===== config.mk =====
export PLATFORM = sky130hd
export DESIGN_NAME = gas_scan_duty_cycle_tracker
export DESIGN_NICKNAME = d
export VERILOG_FILES = /design/src/design/gdct_pkg.sv /design/src/design/gdct_ram.sv /design/src/design/gas_scan_duty_cycle_tracker.sv
export SDC_FILE = /design/constraint.sdc
export NUM_CORES = 1
export LEC_CHECK = 0
export BUFFER_PORTS_ARGS = -buffer_cell sky130_fd_sc_hd__buf_4
export CELL_PAD_IN_SITES_DETAIL_PLACEMENT = 1
export CELL_PAD_IN_SITES_GLOBAL_PLACEMENT = 1
export CORE_UTILIZATION = 25
export CTS_CLUSTER_DIAMETER = 60
export DETAILED_ROUTE_END_ITERATION = 6
export GPL_ROUTABILITY_DRIVEN = 0
export PLACE_DENSITY = 0.45
export SLEW_MARGIN = 20
export SYNTH_ARGS = -nofsm -noshare
export SYNTH_HDL_FRONTEND = slang
export SYNTH_HIERARCHICAL = 1
export SYNTH_SLANG_ARGS = --single-unit

===== constraint.sdc =====
create_clock -name clk_i -period 13.45 [get_ports clk_i]
set_input_delay 1.345 -clock clk_i [delete_from_list [all_inputs] [get_ports clk_i]]
set_output_delay 1.345 -clock clk_i [all_outputs]
set_load 0.01 [all_outputs]

===== src/design/gdct_pkg.sv =====
// Shared types and constants of the gas scan duty-cycle tracker.
package gdct_pkg;

  localparam int SENSOR_COUNT    = 8;
  localparam int FIELDS_PER_POLL = 3;
  localparam int SENSOR_AW       = (SENSOR_COUNT > 1) ? $clog2(SENSOR_COUNT) : 1;

  typedef enum logic [1:0] {
    MODE_NONE     = 2'd0,
    MODE_PARALLEL = 2'd1,
    MODE_SLEEP    = 2'd2
  } mode_cmd_e;

  typedef enum logic [1:0] {
    ST_IDLE,
    ST_CALC,
    ST_WB
  } state_e;

  typedef enum logic [1:0] {
    WAKE_KEEP,
    WAKE_WAIT,
    WAKE_SLEEP
  } wake_sel_e;

  typedef struct packed {
    logic        func;
    logic [2:0]  sensor_index;
    logic [31:0] now_ms;
    logic [1:0]  field_count;
    logic [2:0]  valid_mask;
    logic [3:0]  gas_index_0;
    logic [3:0]  gas_index_1;
    logic [3:0]  gas_index_2;
    logic [3:0]  profile_length;
    logic [7:0]  repetitions;
    logic [31:0] sleep_ms;
  } in_item_t;

  typedef struct packed {
    logic [2:0] accepted_mask;
    logic       miss_warning;
    mode_cmd_e  mode_command;
    logic       scanning;
  } out_item_t;

  // One sensor's schedule and profile, kept in the schedule RAM.
  typedef struct packed {
    logic        scanning;
    logic [31:0] wake_time;
    logic [4:0]  next_step;
    logic [7:0]  scan_count;
    logic [3:0]  step_count;
    logic [7:0]  scan_limit;
    logic [31:0] sleep_time;
  } entry_t;

endpackage


===== src/design/gdct_ram.sv =====
// Generic single-port-write, single-port-read RAM with registered read data.
module gdct_ram #(
  parameter int WIDTH = 8,
  parameter int DEPTH = 8
) (
  input  logic                                      clk_i,
  input  logic                                      we_i,
  input  logic [((DEPTH > 1) ? $clog2(DEPTH) : 1)-1:0] waddr_i,
  input  logic [WIDTH-1:0]                          wdata_i,
  input  logic                                      re_i,
  input  logic [((DEPTH > 1) ? $clog2(DEPTH) : 1)-1:0] raddr_i,
  output logic [WIDTH-1:0]                          rdata_o
);

  logic [WIDTH-1:0] mem_q [DEPTH];
  logic [WIDTH-1:0] rdata_q;

  always_ff @(posedge clk_i) begin
    if (we_i) begin
      mem_q[waddr_i] <= wdata_i;
    end
    if (re_i) begin
      rdata_q <= mem_q[raddr_i];
    end
  end

  assign rdata_o = rdata_q;

endmodule


===== src/design/gas_scan_duty_cycle_tracker.sv =====
// Top level: per-sensor duty-cycle schedule kept in a RAM, updated per item.
// An item goes through read, compute and write back before its result is valid.
// A new item is taken only once the last one has left write back, because of the read-modify-write of the schedule
// RAM; a stalled result holds the write-back stage until the output register frees.
// Reset clears the configured bits, the wait register and all control state.
// RAM entries are not cleared; an entry is only used once a load has written it.
module gas_scan_duty_cycle_tracker
  import gdct_pkg::*;
(
  input  logic      clk_i,
  input  logic      rst_ni,
  input  logic      cfg_we_i,
  input  logic [15:0] cfg_wdata_i,
  input  logic      in_valid_i,
  output logic      in_stall_o,
  input  in_item_t  in_item_i,
  output logic      out_valid_o,
  input  logic      out_stall_i,
  output out_item_t out_item_o
);

  state_e   state_q, state_d;
  logic [15:0] gas_wait_q;
  logic [SENSOR_COUNT-1:0] configured_q;
  in_item_t item_q;

  entry_t    rd_entry, wr_entry;
  entry_t    upd_d, upd_q;
  out_item_t res_d, res_q, out_q;
  wake_sel_e wsel_d, wsel_q;
  logic      we_d, we_q;
  logic      cfg_set_d;
  logic      out_valid_q;
  logic      in_acc, wb_go, ram_we;
  logic [31:0] wake_add;

  assign in_acc = in_valid_i && !in_stall_o;
  assign wb_go  = (state_q == ST_WB) && !(out_valid_q && out_stall_i);
  assign ram_we = wb_go && we_q;

  gdct_ram #(
    .WIDTH ($bits(entry_t)),
    .DEPTH (SENSOR_COUNT)
  ) u_sched_ram (
    .clk_i   (clk_i),
    .we_i    (ram_we),
    .waddr_i (SENSOR_AW'(item_q.sensor_index)),
    .wdata_i (wr_entry),
    .re_i    (in_acc),
    .raddr_i (SENSOR_AW'(in_item_i.sensor_index)),
    .rdata_o (rd_entry)
  );

  always_ff @(posedge clk_i or negedge rst_ni) begin
    if (!rst_ni) begin
      state_q <= ST_IDLE;
    end else begin
      state_q <= state_d;
    end
  end

  always_comb begin
    state_d    = state_q;
    in_stall_o = 1'b1;
    unique case (state_q)
      ST_IDLE: begin
        in_stall_o = 1'b0;
        if (in_valid_i) state_d = ST_CALC;
      end
      ST_CALC: state_d = ST_WB;
      ST_WB: begin
        if (wb_go) state_d = ST_IDLE;
      end
      default: state_d = ST_IDLE;
    endcase
  end

  // Field checks run as a short chain over the fetched fields of one poll.
  always_comb begin
    logic        in_range;
    logic        due;
    logic [4:0]  ns;
    logic [7:0]  sc;
    logic        stop;
    logic        slept;
    logic        miss;
    logic [2:0]  acc;
    logic [7:0]  gap;
    logic [4:0]  nxt;
    logic [3:0]  gidx [3];

    in_range = (int'(item_q.sensor_index) < SENSOR_COUNT);
    due      = item_q.now_ms >= rd_entry.wake_time;
    gidx[0]  = item_q.gas_index_0;
    gidx[1]  = item_q.gas_index_1;
    gidx[2]  = item_q.gas_index_2;
    ns       = rd_entry.next_step;
    sc       = rd_entry.scan_count;
    stop     = 1'b0;
    slept    = 1'b0;
    miss     = 1'b0;
    acc      = '0;
    gap      = '0;
    nxt      = '0;

    upd_d     = rd_entry;
    res_d     = '0;
    wsel_d    = WAKE_KEEP;
    we_d      = 1'b0;
    cfg_set_d = 1'b0;

    if (in_range) begin
      if (item_q.func) begin
        upd_d.scanning   = 1'b0;
        upd_d.wake_time  = '0;
        upd_d.next_step  = '0;
        upd_d.scan_count = '0;
        upd_d.step_count = item_q.profile_length;
        upd_d.scan_limit = item_q.repetitions;
        upd_d.sleep_time = item_q.sleep_ms;
        we_d      = 1'b1;
        cfg_set_d = 1'b1;
      end else begin
        if (configured_q[SENSOR_AW'(item_q.sensor_index)] && due) begin
          we_d = 1'b1;
          if (!rd_entry.scanning) begin
            upd_d.scanning     = 1'b1;
            upd_d.next_step    = '0;
            wsel_d             = WAKE_WAIT;
            res_d.mode_command = MODE_PARALLEL;
          end else begin
            for (int i = 0; i < FIELDS_PER_POLL; i++) begin
              if (!stop && (i < int'(item_q.field_count)) && item_q.valid_mask[i]) begin
                gap = {4'b0, gidx[i]} - {3'b0, ns};
                if (gap <= {4'b0, rd_entry.step_count}) begin
                  if (gap != 8'd0) miss = 1'b1;
                  acc[i] = 1'b1;
                  nxt    = {1'b0, gidx[i]} + 5'd1;
                  if (nxt == {1'b0, rd_entry.step_count}) begin
                    ns = '0;
                    sc = sc + 8'd1;
                    if (sc >= rd_entry.scan_limit) begin
                      sc    = '0;
                      slept = 1'b1;
                      stop  = 1'b1;
                    end
                  end else begin
                    ns = nxt;
                  end
                end
              end
            end
            upd_d.next_step     = ns;
            upd_d.scan_count    = sc;
            upd_d.scanning      = !slept;
            wsel_d              = slept ? WAKE_SLEEP : WAKE_WAIT;
            res_d.accepted_mask = acc;
            res_d.miss_warning  = miss;
            res_d.mode_command  = slept ? MODE_SLEEP : MODE_NONE;
          end
        end
        // an unconfigured sensor is sleeping, whatever its RAM entry holds
        res_d.scanning = configured_q[SENSOR_AW'(item_q.sensor_index)] && upd_d.scanning;
      end
    end
  end

  always_comb begin
    wake_add = '0;
    wr_entry = upd_q;
    unique case (wsel_q)
      WAKE_KEEP: wake_add = upd_q.wake_time;
      WAKE_WAIT: wake_add = item_q.now_ms + {16'b0, gas_wait_q};
      WAKE_SLEEP: wake_add = item_q.now_ms + upd_q.sleep_time;
      default: wake_add = upd_q.wake_time;
    endcase
    wr_entry.wake_time = wake_add;
  end

  always_ff @(posedge clk_i or negedge rst_ni) begin
    if (!rst_ni) begin
      gas_wait_q   <= '0;
      configured_q <= '0;
      we_q         <= 1'b0;
      out_valid_q  <= 1'b0;
    end else begin
      if (cfg_we_i) gas_wait_q <= cfg_wdata_i;
      if (state_q == ST_CALC) begin
        we_q <= we_d;
        if (cfg_set_d) configured_q[SENSOR_AW'(item_q.sensor_index)] <= 1'b1;
      end
      if (wb_go) begin
        out_valid_q <= 1'b1;
      end else if (out_valid_q && !out_stall_i) begin
        out_valid_q <= 1'b0;
      end
    end
  end

  always_ff @(posedge clk_i) begin
    if (in_acc) item_q <= in_item_i;
    if (state_q == ST_CALC) begin
      upd_q  <= upd_d;
      res_q  <= res_d;
      wsel_q <= wsel_d;
    end
    if (wb_go) out_q <= res_q;
  end

  assign out_valid_o = out_valid_q;
  assign out_item_o  = out_q;

`ifndef ASSERT_OFF
  a_accept_to_calc: assert property (@(posedge clk_i) disable iff (!rst_ni)
    in_valid_i && !in_stall_o |=> state_q == ST_CALC)
    else $error("accepted item did not enter compute stage");

  a_calc_to_wb: assert property (@(posedge clk_i) disable iff (!rst_ni)
    state_q == ST_CALC |=> state_q == ST_WB)
    else $error("compute stage not followed by write back");

  a_parallel_scans: assert property (@(posedge clk_i) disable iff (!rst_ni)
    out_valid_o && out_item_o.mode_command == MODE_PARALLEL |-> out_item_o.scanning)
    else $error("wake-up result does not report scanning");

  a_sleep_mode: assert property (@(posedge clk_i) disable iff (!rst_ni)
    out_valid_o && out_item_o.mode_command == MODE_SLEEP
      |-> !out_item_o.scanning && out_item_o.accepted_mask != 3'd0)
    else $error("sleep result inconsistent");

  a_miss_needs_accept: assert property (@(posedge clk_i) disable iff (!rst_ni)
    out_valid_o && out_item_o.miss_warning |-> out_item_o.accepted_mask != 3'd0)
    else $error("miss warning without accepted field");
`endif

endmodule


# Word-level counts from Yosys, hierarchy flattened

Memory sizes are Yosys's and may differ from the RTL's. A register that Yosys moved wholly into a read port is not among the register bits.
Cells that the tools add are included.
Widths: inputs -> output; s select.

$add $sub $neg: 11
Order comparisons: 12
Eq/ne operators: 9
Muxes and demuxes: 97
Bitwise logic cells: 6
Reduce and logical (&&, ||, !) cells: 30

Operators by type and width:

| kind                | count |
|---|---|
| $mux 8              | 19 |
| $mux 5              | 16 |
| $pmux 32 s2         | 1 |
| $mux 1              | 52 |
| $mux 44             | 1 |
| $add 32x16->32      | 1 |
| $add 32x32->32      | 1 |
| $ge 32x32->1        | 1 |
| $add 8x1->8 const B | 3 |
| $ge 8x8->1          | 3 |
| $le 8x4->1          | 3 |
| $reduce_bool 8->1   | 3 |
| $sub 4x5->6         | 3 |
| $add 4x1->5 const B | 3 |
| $eq 5x4->1          | 3 |
| $logic_and 1x1->1   | 13 |
| $mux 13             | 1 |
| $reduce_or 4->1     | 3 |
| $mux 2              | 4 |
| $or 8x8->8          | 1 |
| $pmux 2 s3          | 1 |
| $logic_not 1->1     | 5 |
| $not 1->1           | 5 |
| $eq 2x1->1 const B  | 2 |
| other kinds (13)    | 17 |

Flip-flop bits (word level): 231
Memory bits (writable): 720
Bits of input ports: 118
Logic and storage cells: 202
Memories: 1

Memories:

| memory            | depth | width | rd ports | clocked after Yosys merged registers in | write ports | line           | RTL |
|---|---|---|---|---|---|---|---|
| u_sched_ram.mem_q | 8     | 90    | 1        | 1                                       | 1           | gdct_ram.sv:15 | `logic [WIDTH-1:0] mem_q [DEPTH];` |

# Logic depth before layout (Yosys ltp)

Word-level depth: 32
Depth in mapped cells: 42
Depth with buffers taken out: 41

# Cells and area by module

Netlist, hierarchy kept.

By module, submodules not included:

| module                      | times used | cells an instance | area an instance (µm²) | seq. area each (µm²) |
|---|---|---|---|---|
| gdct_ram                    | 1          | 1143              | 29743.5                | 24323.3 |
| gas_scan_duty_cycle_tracker | 1          | 1218              | 13656.8                | 6766.5 |

# Least setup slack after synthesis

OpenSTA, ideal clock, no wires.

Kind: input port to flip-flop
Start: in in_valid_i
End: reg item_q[0] (netlist name), enable pin
Setup time: 0.737 ns
Arrival time: 9.088 ns
Setup slack: 3.625 ns
Stages on the path: 2
Path buffers: 0
Cells stage by stage: inv_1 -> nor2_1

Word-level cells in the longest chain between the ends: 1

RTL lines:

| item                 | line                               | RTL |
|---|---|---|
| start, declared      | gas_scan_duty_cycle_tracker.sv:14  | `input logic in_valid_i,` |
| $logic_and 1x1->1    | gas_scan_duty_cycle_tracker.sv:37  | `assign in_acc = in_valid_i && !in_stall_o;` |
| net in_acc           | gas_scan_duty_cycle_tracker.sv:34  | `logic in_acc, wb_go, ram_we;` |
| end signal, assigned | gas_scan_duty_cycle_tracker.sv:201 | `if (in_acc) item_q <= in_item_i;` |
| end, declared        | gas_scan_duty_cycle_tracker.sv:25  | `in_item_t item_q;` |

The timed path passes the listed nets, and every way through them passes these cells.
A chain may end at the register's enable or synchronous reset.

# Final worst setup path

Start: reg u_sched_ram.rdata_q[53] (netlist: u_sched_ram/rdata_o[53]) (read register of u_sched_ram.mem_q)
End: reg upd_q[89] (netlist name), data pin

Word-level cells in the longest chain between the ends: 29

RTL lines:

| item                 | line                               | RTL |
|---|---|---|
| start, declared      | gdct_ram.sv:16                     | `logic [WIDTH-1:0] rdata_q;` |
| $sub 4x5->6          | gas_scan_duty_cycle_tracker.sv:134 | `gap = {4'b0, gidx[i]} - {3'b0, ns};` |
| $le 8x4->1           | gas_scan_duty_cycle_tracker.sv:135 | `if (gap <= {4'b0, rd_entry.step_count}) begin` |
| $mux 8               | gas_scan_duty_cycle_tracker.sv:135 |  |
| $mux 8               | gas_scan_duty_cycle_tracker.sv:133 | `if (!stop && (i < int'(item_q.field_count)) && item_q.valid_mask[i]) begin` |
| $mux 8               | gas_scan_duty_cycle_tracker.sv:126 | `if (!rd_entry.scanning) begin` |
| $mux 8               | gas_scan_duty_cycle_tracker.sv:124 | `if (configured_q[SENSOR_AW'(item_q.sensor_index)] && due) begin` |
| $mux 8               | gas_scan_duty_cycle_tracker.sv:113 | `if (item_q.func) begin` |
| $add 8x1->8          | gas_scan_duty_cycle_tracker.sv:141 | `sc = sc + 8'd1;` |
| [... 13 more ...]    | -                                  |  |
| $mux 1 (*)           | gas_scan_duty_cycle_tracker.sv:133 |  |
| $mux 1 (*)           | gas_scan_duty_cycle_tracker.sv:126 |  |
| $mux 1 (*)           | gas_scan_duty_cycle_tracker.sv:124 |  |
| $mux 1 (*)           | gas_scan_duty_cycle_tracker.sv:113 |  |
| $logic_not 1->1 (*)  | gas_scan_duty_cycle_tracker.sv:155 | `upd_d.scanning = !slept;` |
| $mux 1 (*)           | gas_scan_duty_cycle_tracker.sv:126 |  |
| $mux 1 (*)           | gas_scan_duty_cycle_tracker.sv:124 |  |
| $mux 1 (*)           | gas_scan_duty_cycle_tracker.sv:113 |  |
| end signal, assigned | gas_scan_duty_cycle_tracker.sv:203 | `upd_q <= upd_d;` |
| end, declared        | gas_scan_duty_cycle_tracker.sv:28  | `entry_t upd_d, upd_q;` |

Every way passes the cells marked *; elsewhere a longest branch is shown, timed or not. The select of a mux whose other input is x is not followed.

==> impl_metrics.env <==
export IMPL_rsz0062_at_grt="false"
export IMPL_powerDensity_nw_per_um2=174
export IMPL_viasPerCell=4.47
export IMPL_finalNonFillerCells=4987
export IMPL_start_util_pct=25.2
export IMPL_end_kind="flop"
export IMPL_post_drt_wl_per_cell_um=24.3
export IMPL_synth_edf_count=1012
export IMPL_die_w_um=419
export IMPL_grt_first_pass_wirelength_mm=176
export IMPL_multi_input_area_um2=11700
export IMPL_yosysTopAreaCell="edfxtp_1"
export IMPL_synthAdderAreaFrac_pct=3.59
export IMPL_place_hpwl_mm=72.0
export IMPL_report_final_slew_viol_count=0
export IMPL_syn_inst=2361
export IMPL_grt_max_degree=97
export IMPL_seq_area_um2=31100
export IMPL_synth_seq_area_share_pct=71.6
export IMPL_ctsResizeCount=0
export IMPL_critPathLaunchType="flop"
export IMPL_tightest_slew_ns=1.02
export IMPL_io_pins=127
export IMPL_worstSetupPathType="reg2reg"
export IMPL_drv_cap=0
export IMPL_via_count=22300
export IMPL_fill_cells=17600
export IMPL_yosys_mux_area_fraction_pct=13.7
export IMPL_antenna_left=0
export IMPL_finalHoldWorstSlack_ns=0.419
export IMPL_rrSetupSlack_ns=3.78
export IMPL_synth_simple_area_share_pct=3.96
export IMPL_arrival_ns=10.17
export IMPL_placed_cells=4753
export IMPL_core_um2=172000
export IMPL_crit_required_ns=13.95
export IMPL_synth_area_leaders="edfxtp_1 70%, mux4_2 9.4%, mux2_2 4.2%"
export IMPL_die_area_um2=175000
export IMPL_cp_num_buf_inv=4
export IMPL_layout_drive_gt1_share_pct=27.9
export IMPL_crit_fanout=9
export IMPL_status="completed"
export IMPL_clk_latency_ns=0.76
export IMPL_synth_flop_cell="edfxtp_1"
export IMPL_track_usage_pct=13.9
export IMPL_antenna_found_initial=0
export IMPL_wl_mm=121
export IMPL_rows=152
export IMPL_final_core_util_pct=30.0
export IMPL_crit_slowest_cell="nor4_1"
export IMPL_fmax_mhz=103
export IMPL_relSlewSlack_pct=32.2
export IMPL_avgSynthCellArea_um2=18.4
export IMPL_clock_sinks=1040
export IMPL_setup_viol=0
export IMPL_io_buffer_count=126
export IMPL_synth_top_family_by_area="multiplexers"
export IMPL_hold_start="res_q[3]"
export IMPL_synthArstFlopShare_pct=2.69
export IMPL_leakagePower_nw=17.3
export IMPL_synth_compound_area_share_pct=4.02
export IMPL_ys_types=75
export IMPL_route_detailed_drc=0
export IMPL_timing_final_hold_violations=0
export IMPL_max_stage_delay_ns=0.77
export IMPL_clock_skew_ns=0.0276
export IMPL_synth_top_area_share_pct=70.0
export IMPL_ys_warn_count=6
export IMPL_drt_pass1_iterations=5
export IMPL_startpoint="u_sched_ram/rdata_o[53]"
export IMPL_ys_ff_latch=1040
export IMPL_irDropWorstVdd_uv=93.7
export IMPL_cts_tree="done"
export IMPL_globalRouteOverflowTotal=0
export IMPL_finalCritPeriodShare_pct=71.9
export IMPL_period_needed_ns=9.67
export IMPL_ctsHoldBuffers=0
export IMPL_ctsHtreeMaxLevel=4
export IMPL_clock_path_buffers=3
export IMPL_area_delta_synth_final_pct=18.7
export IMPL_setup_ws_ns=3.78
export IMPL_syn_area_um2=43400
export IMPL_cts_buffers=133
export IMPL_nNetsFinal=2818
export IMPL_reg2reg_from="u_sched_ram/rdata_o[53]"
export IMPL_clk_pin_slew_ns=0.06
export IMPL_postCtsSetupRepairBufs=0
export IMPL_grt_pass1_vias=25000
export IMPL_synth_xor_area_share_pct=1.39
export IMPL_fp_dieH_um=419
export IMPL_path_common_cell="ha_1"
export IMPL_hold_path_class="reg2reg"
export IMPL_pre_cts_ws_ns=3.81
export IMPL_syn_nets=2601
export IMPL_drt_initial_drc_count=1264
export IMPL_crit_family="compound AO/OA/AOI/OAI gates"
export IMPL_totalNegativeSetupSlack_ns=0
export IMPL_root_buffer="clkbuf_16"
worst reg2reg max path: cells and delay by family (launching register included):
kind                     cells  cell delay [ns]
AO/OA/AOI/OAI               13             2.99
XOR/XNOR                     2             0.40
adder cells (fa/ha/maj)      8             2.44
buffers and inverters        4             0.42
flip-flops                   1             0.43
AND/OR/NAND/NOR             12             2.76
cells by family (layout without fill, tap and decap cells):
logic type / count (synthesis) / count (layout)
AOI/OAI and AO/OA: 272 / 272
DFF: 1040 / 1040
xor gates and xnor gates: 68 / 68
muxes: 348 / 348
buffers and inverters: 165 / 480
and+or+nand+nor: 346 / 346
adders and majority gates: 122 / 122
other: 0 / 1
flip-flops by register name (all words and copies together), names as in the netlist:
signal / count
out_valid_o: 1
upd_q: 90
wsel_q: 1
gas_wait_q: 16
u_sched_ram/mem_q: 720
out_item_o: 7
item_q: 97
configured_q: 8
state_q: 2
res_q: 7
we_q: 1
u_sched_ram/rdata_o: 90
per-layer routing:
layer | share of wire, % | GRT usage (%)
met5 | 0 | 0
met4 | 1.9 | 3.76
met3 | 3.0 | 2.26
met2 | 52 | 24.9
met1 | 43 | 17.3
path summary, 6_finish.rpt:
check	to	cells past startpoint
max	upd_q[89]	39
min in group asynchronous	gas_wait_q[9]	1
max in group asynchronous	state_q[1]	1
max reg2reg	upd_q[89]	39
min reg2reg	out_item_o[3]	0
min	out_item_o[3]	0
power by group:
group	switching, W	internal (W)	total [W]
Combinational	0.000835	0.000459	0.00129
Sequential	0.000178	0.00403	0.00420
Clock	0.00141	0.00204	0.00345
Total	0.00243	0.00652	0.00895
layout make-up:
cell class	count	area share, %
flip-flops and latches	1040	60.4
multi-input cells	1156	22.6
clock buffers	155	6.81
well taps	2310	5.61
repair buffers	170	2.57
clock inverters	78	1.43
inverters	77	0.561
diodes	1	0.00486
synth_stat cells, drive strengths merged, types with 4 or more instances:
library cell	instances
nand3	24
o31ai	6
a211oi	8
clkbuf	49
a21o	37
nor2	85
xnor2	34
ha	118
o21a	6
inv	77
a31oi	11
a41oi	5
fa	4
mux2i	5
nand2	95
buf	39
and3	9
nand4	14
xor2	34
edfxtp	1012
nor4	6
mux4	182
and2	24
nor3	23
o21bai	6
a31o	8
a21boi	5
a21oi	62
or2	9
nor2b	12
nand2b	20
or3	8
dfrtp	28
o21ai	82
mux2	161
cell usage in the layout (no fill, tap or decap), drive strengths merged, types with 8 or more instances in the layout:
cell type  Yosys  final
edfxtp      1012   1012
mux4         182    182
buf           39    169
mux2         161    161
clkbuf        49    156
ha           118    118
nand2         95     95
inv           77     92
nor2          85     85
o21ai         82     82
a21oi         62     62
clkinv         0     46
a21o          37     37
xnor2         34     34
xor2          34     34
dfrtp         28     28
and2          24     24
nand3         24     24
nor3          23     23
nand2b        20     20
nand4         14     14
nor2b         12     12
a31oi         11     11
and3           9      9
or2            9      9
clkinvlp       0      9
a211oi         8      8
a31o           8      8
bufinv         0      8
or3            8      8
metrics by stage:
step	power (W)	instance area, um^2
final	0.00895	51500
after global routing	0.00934	51500
after CTS	0.00911	51500
after detailed placement	0.00560	47200
after global placement	0.00554	47200
after floorplan	0.00505	43400
(Power assumes the default switching activity.)
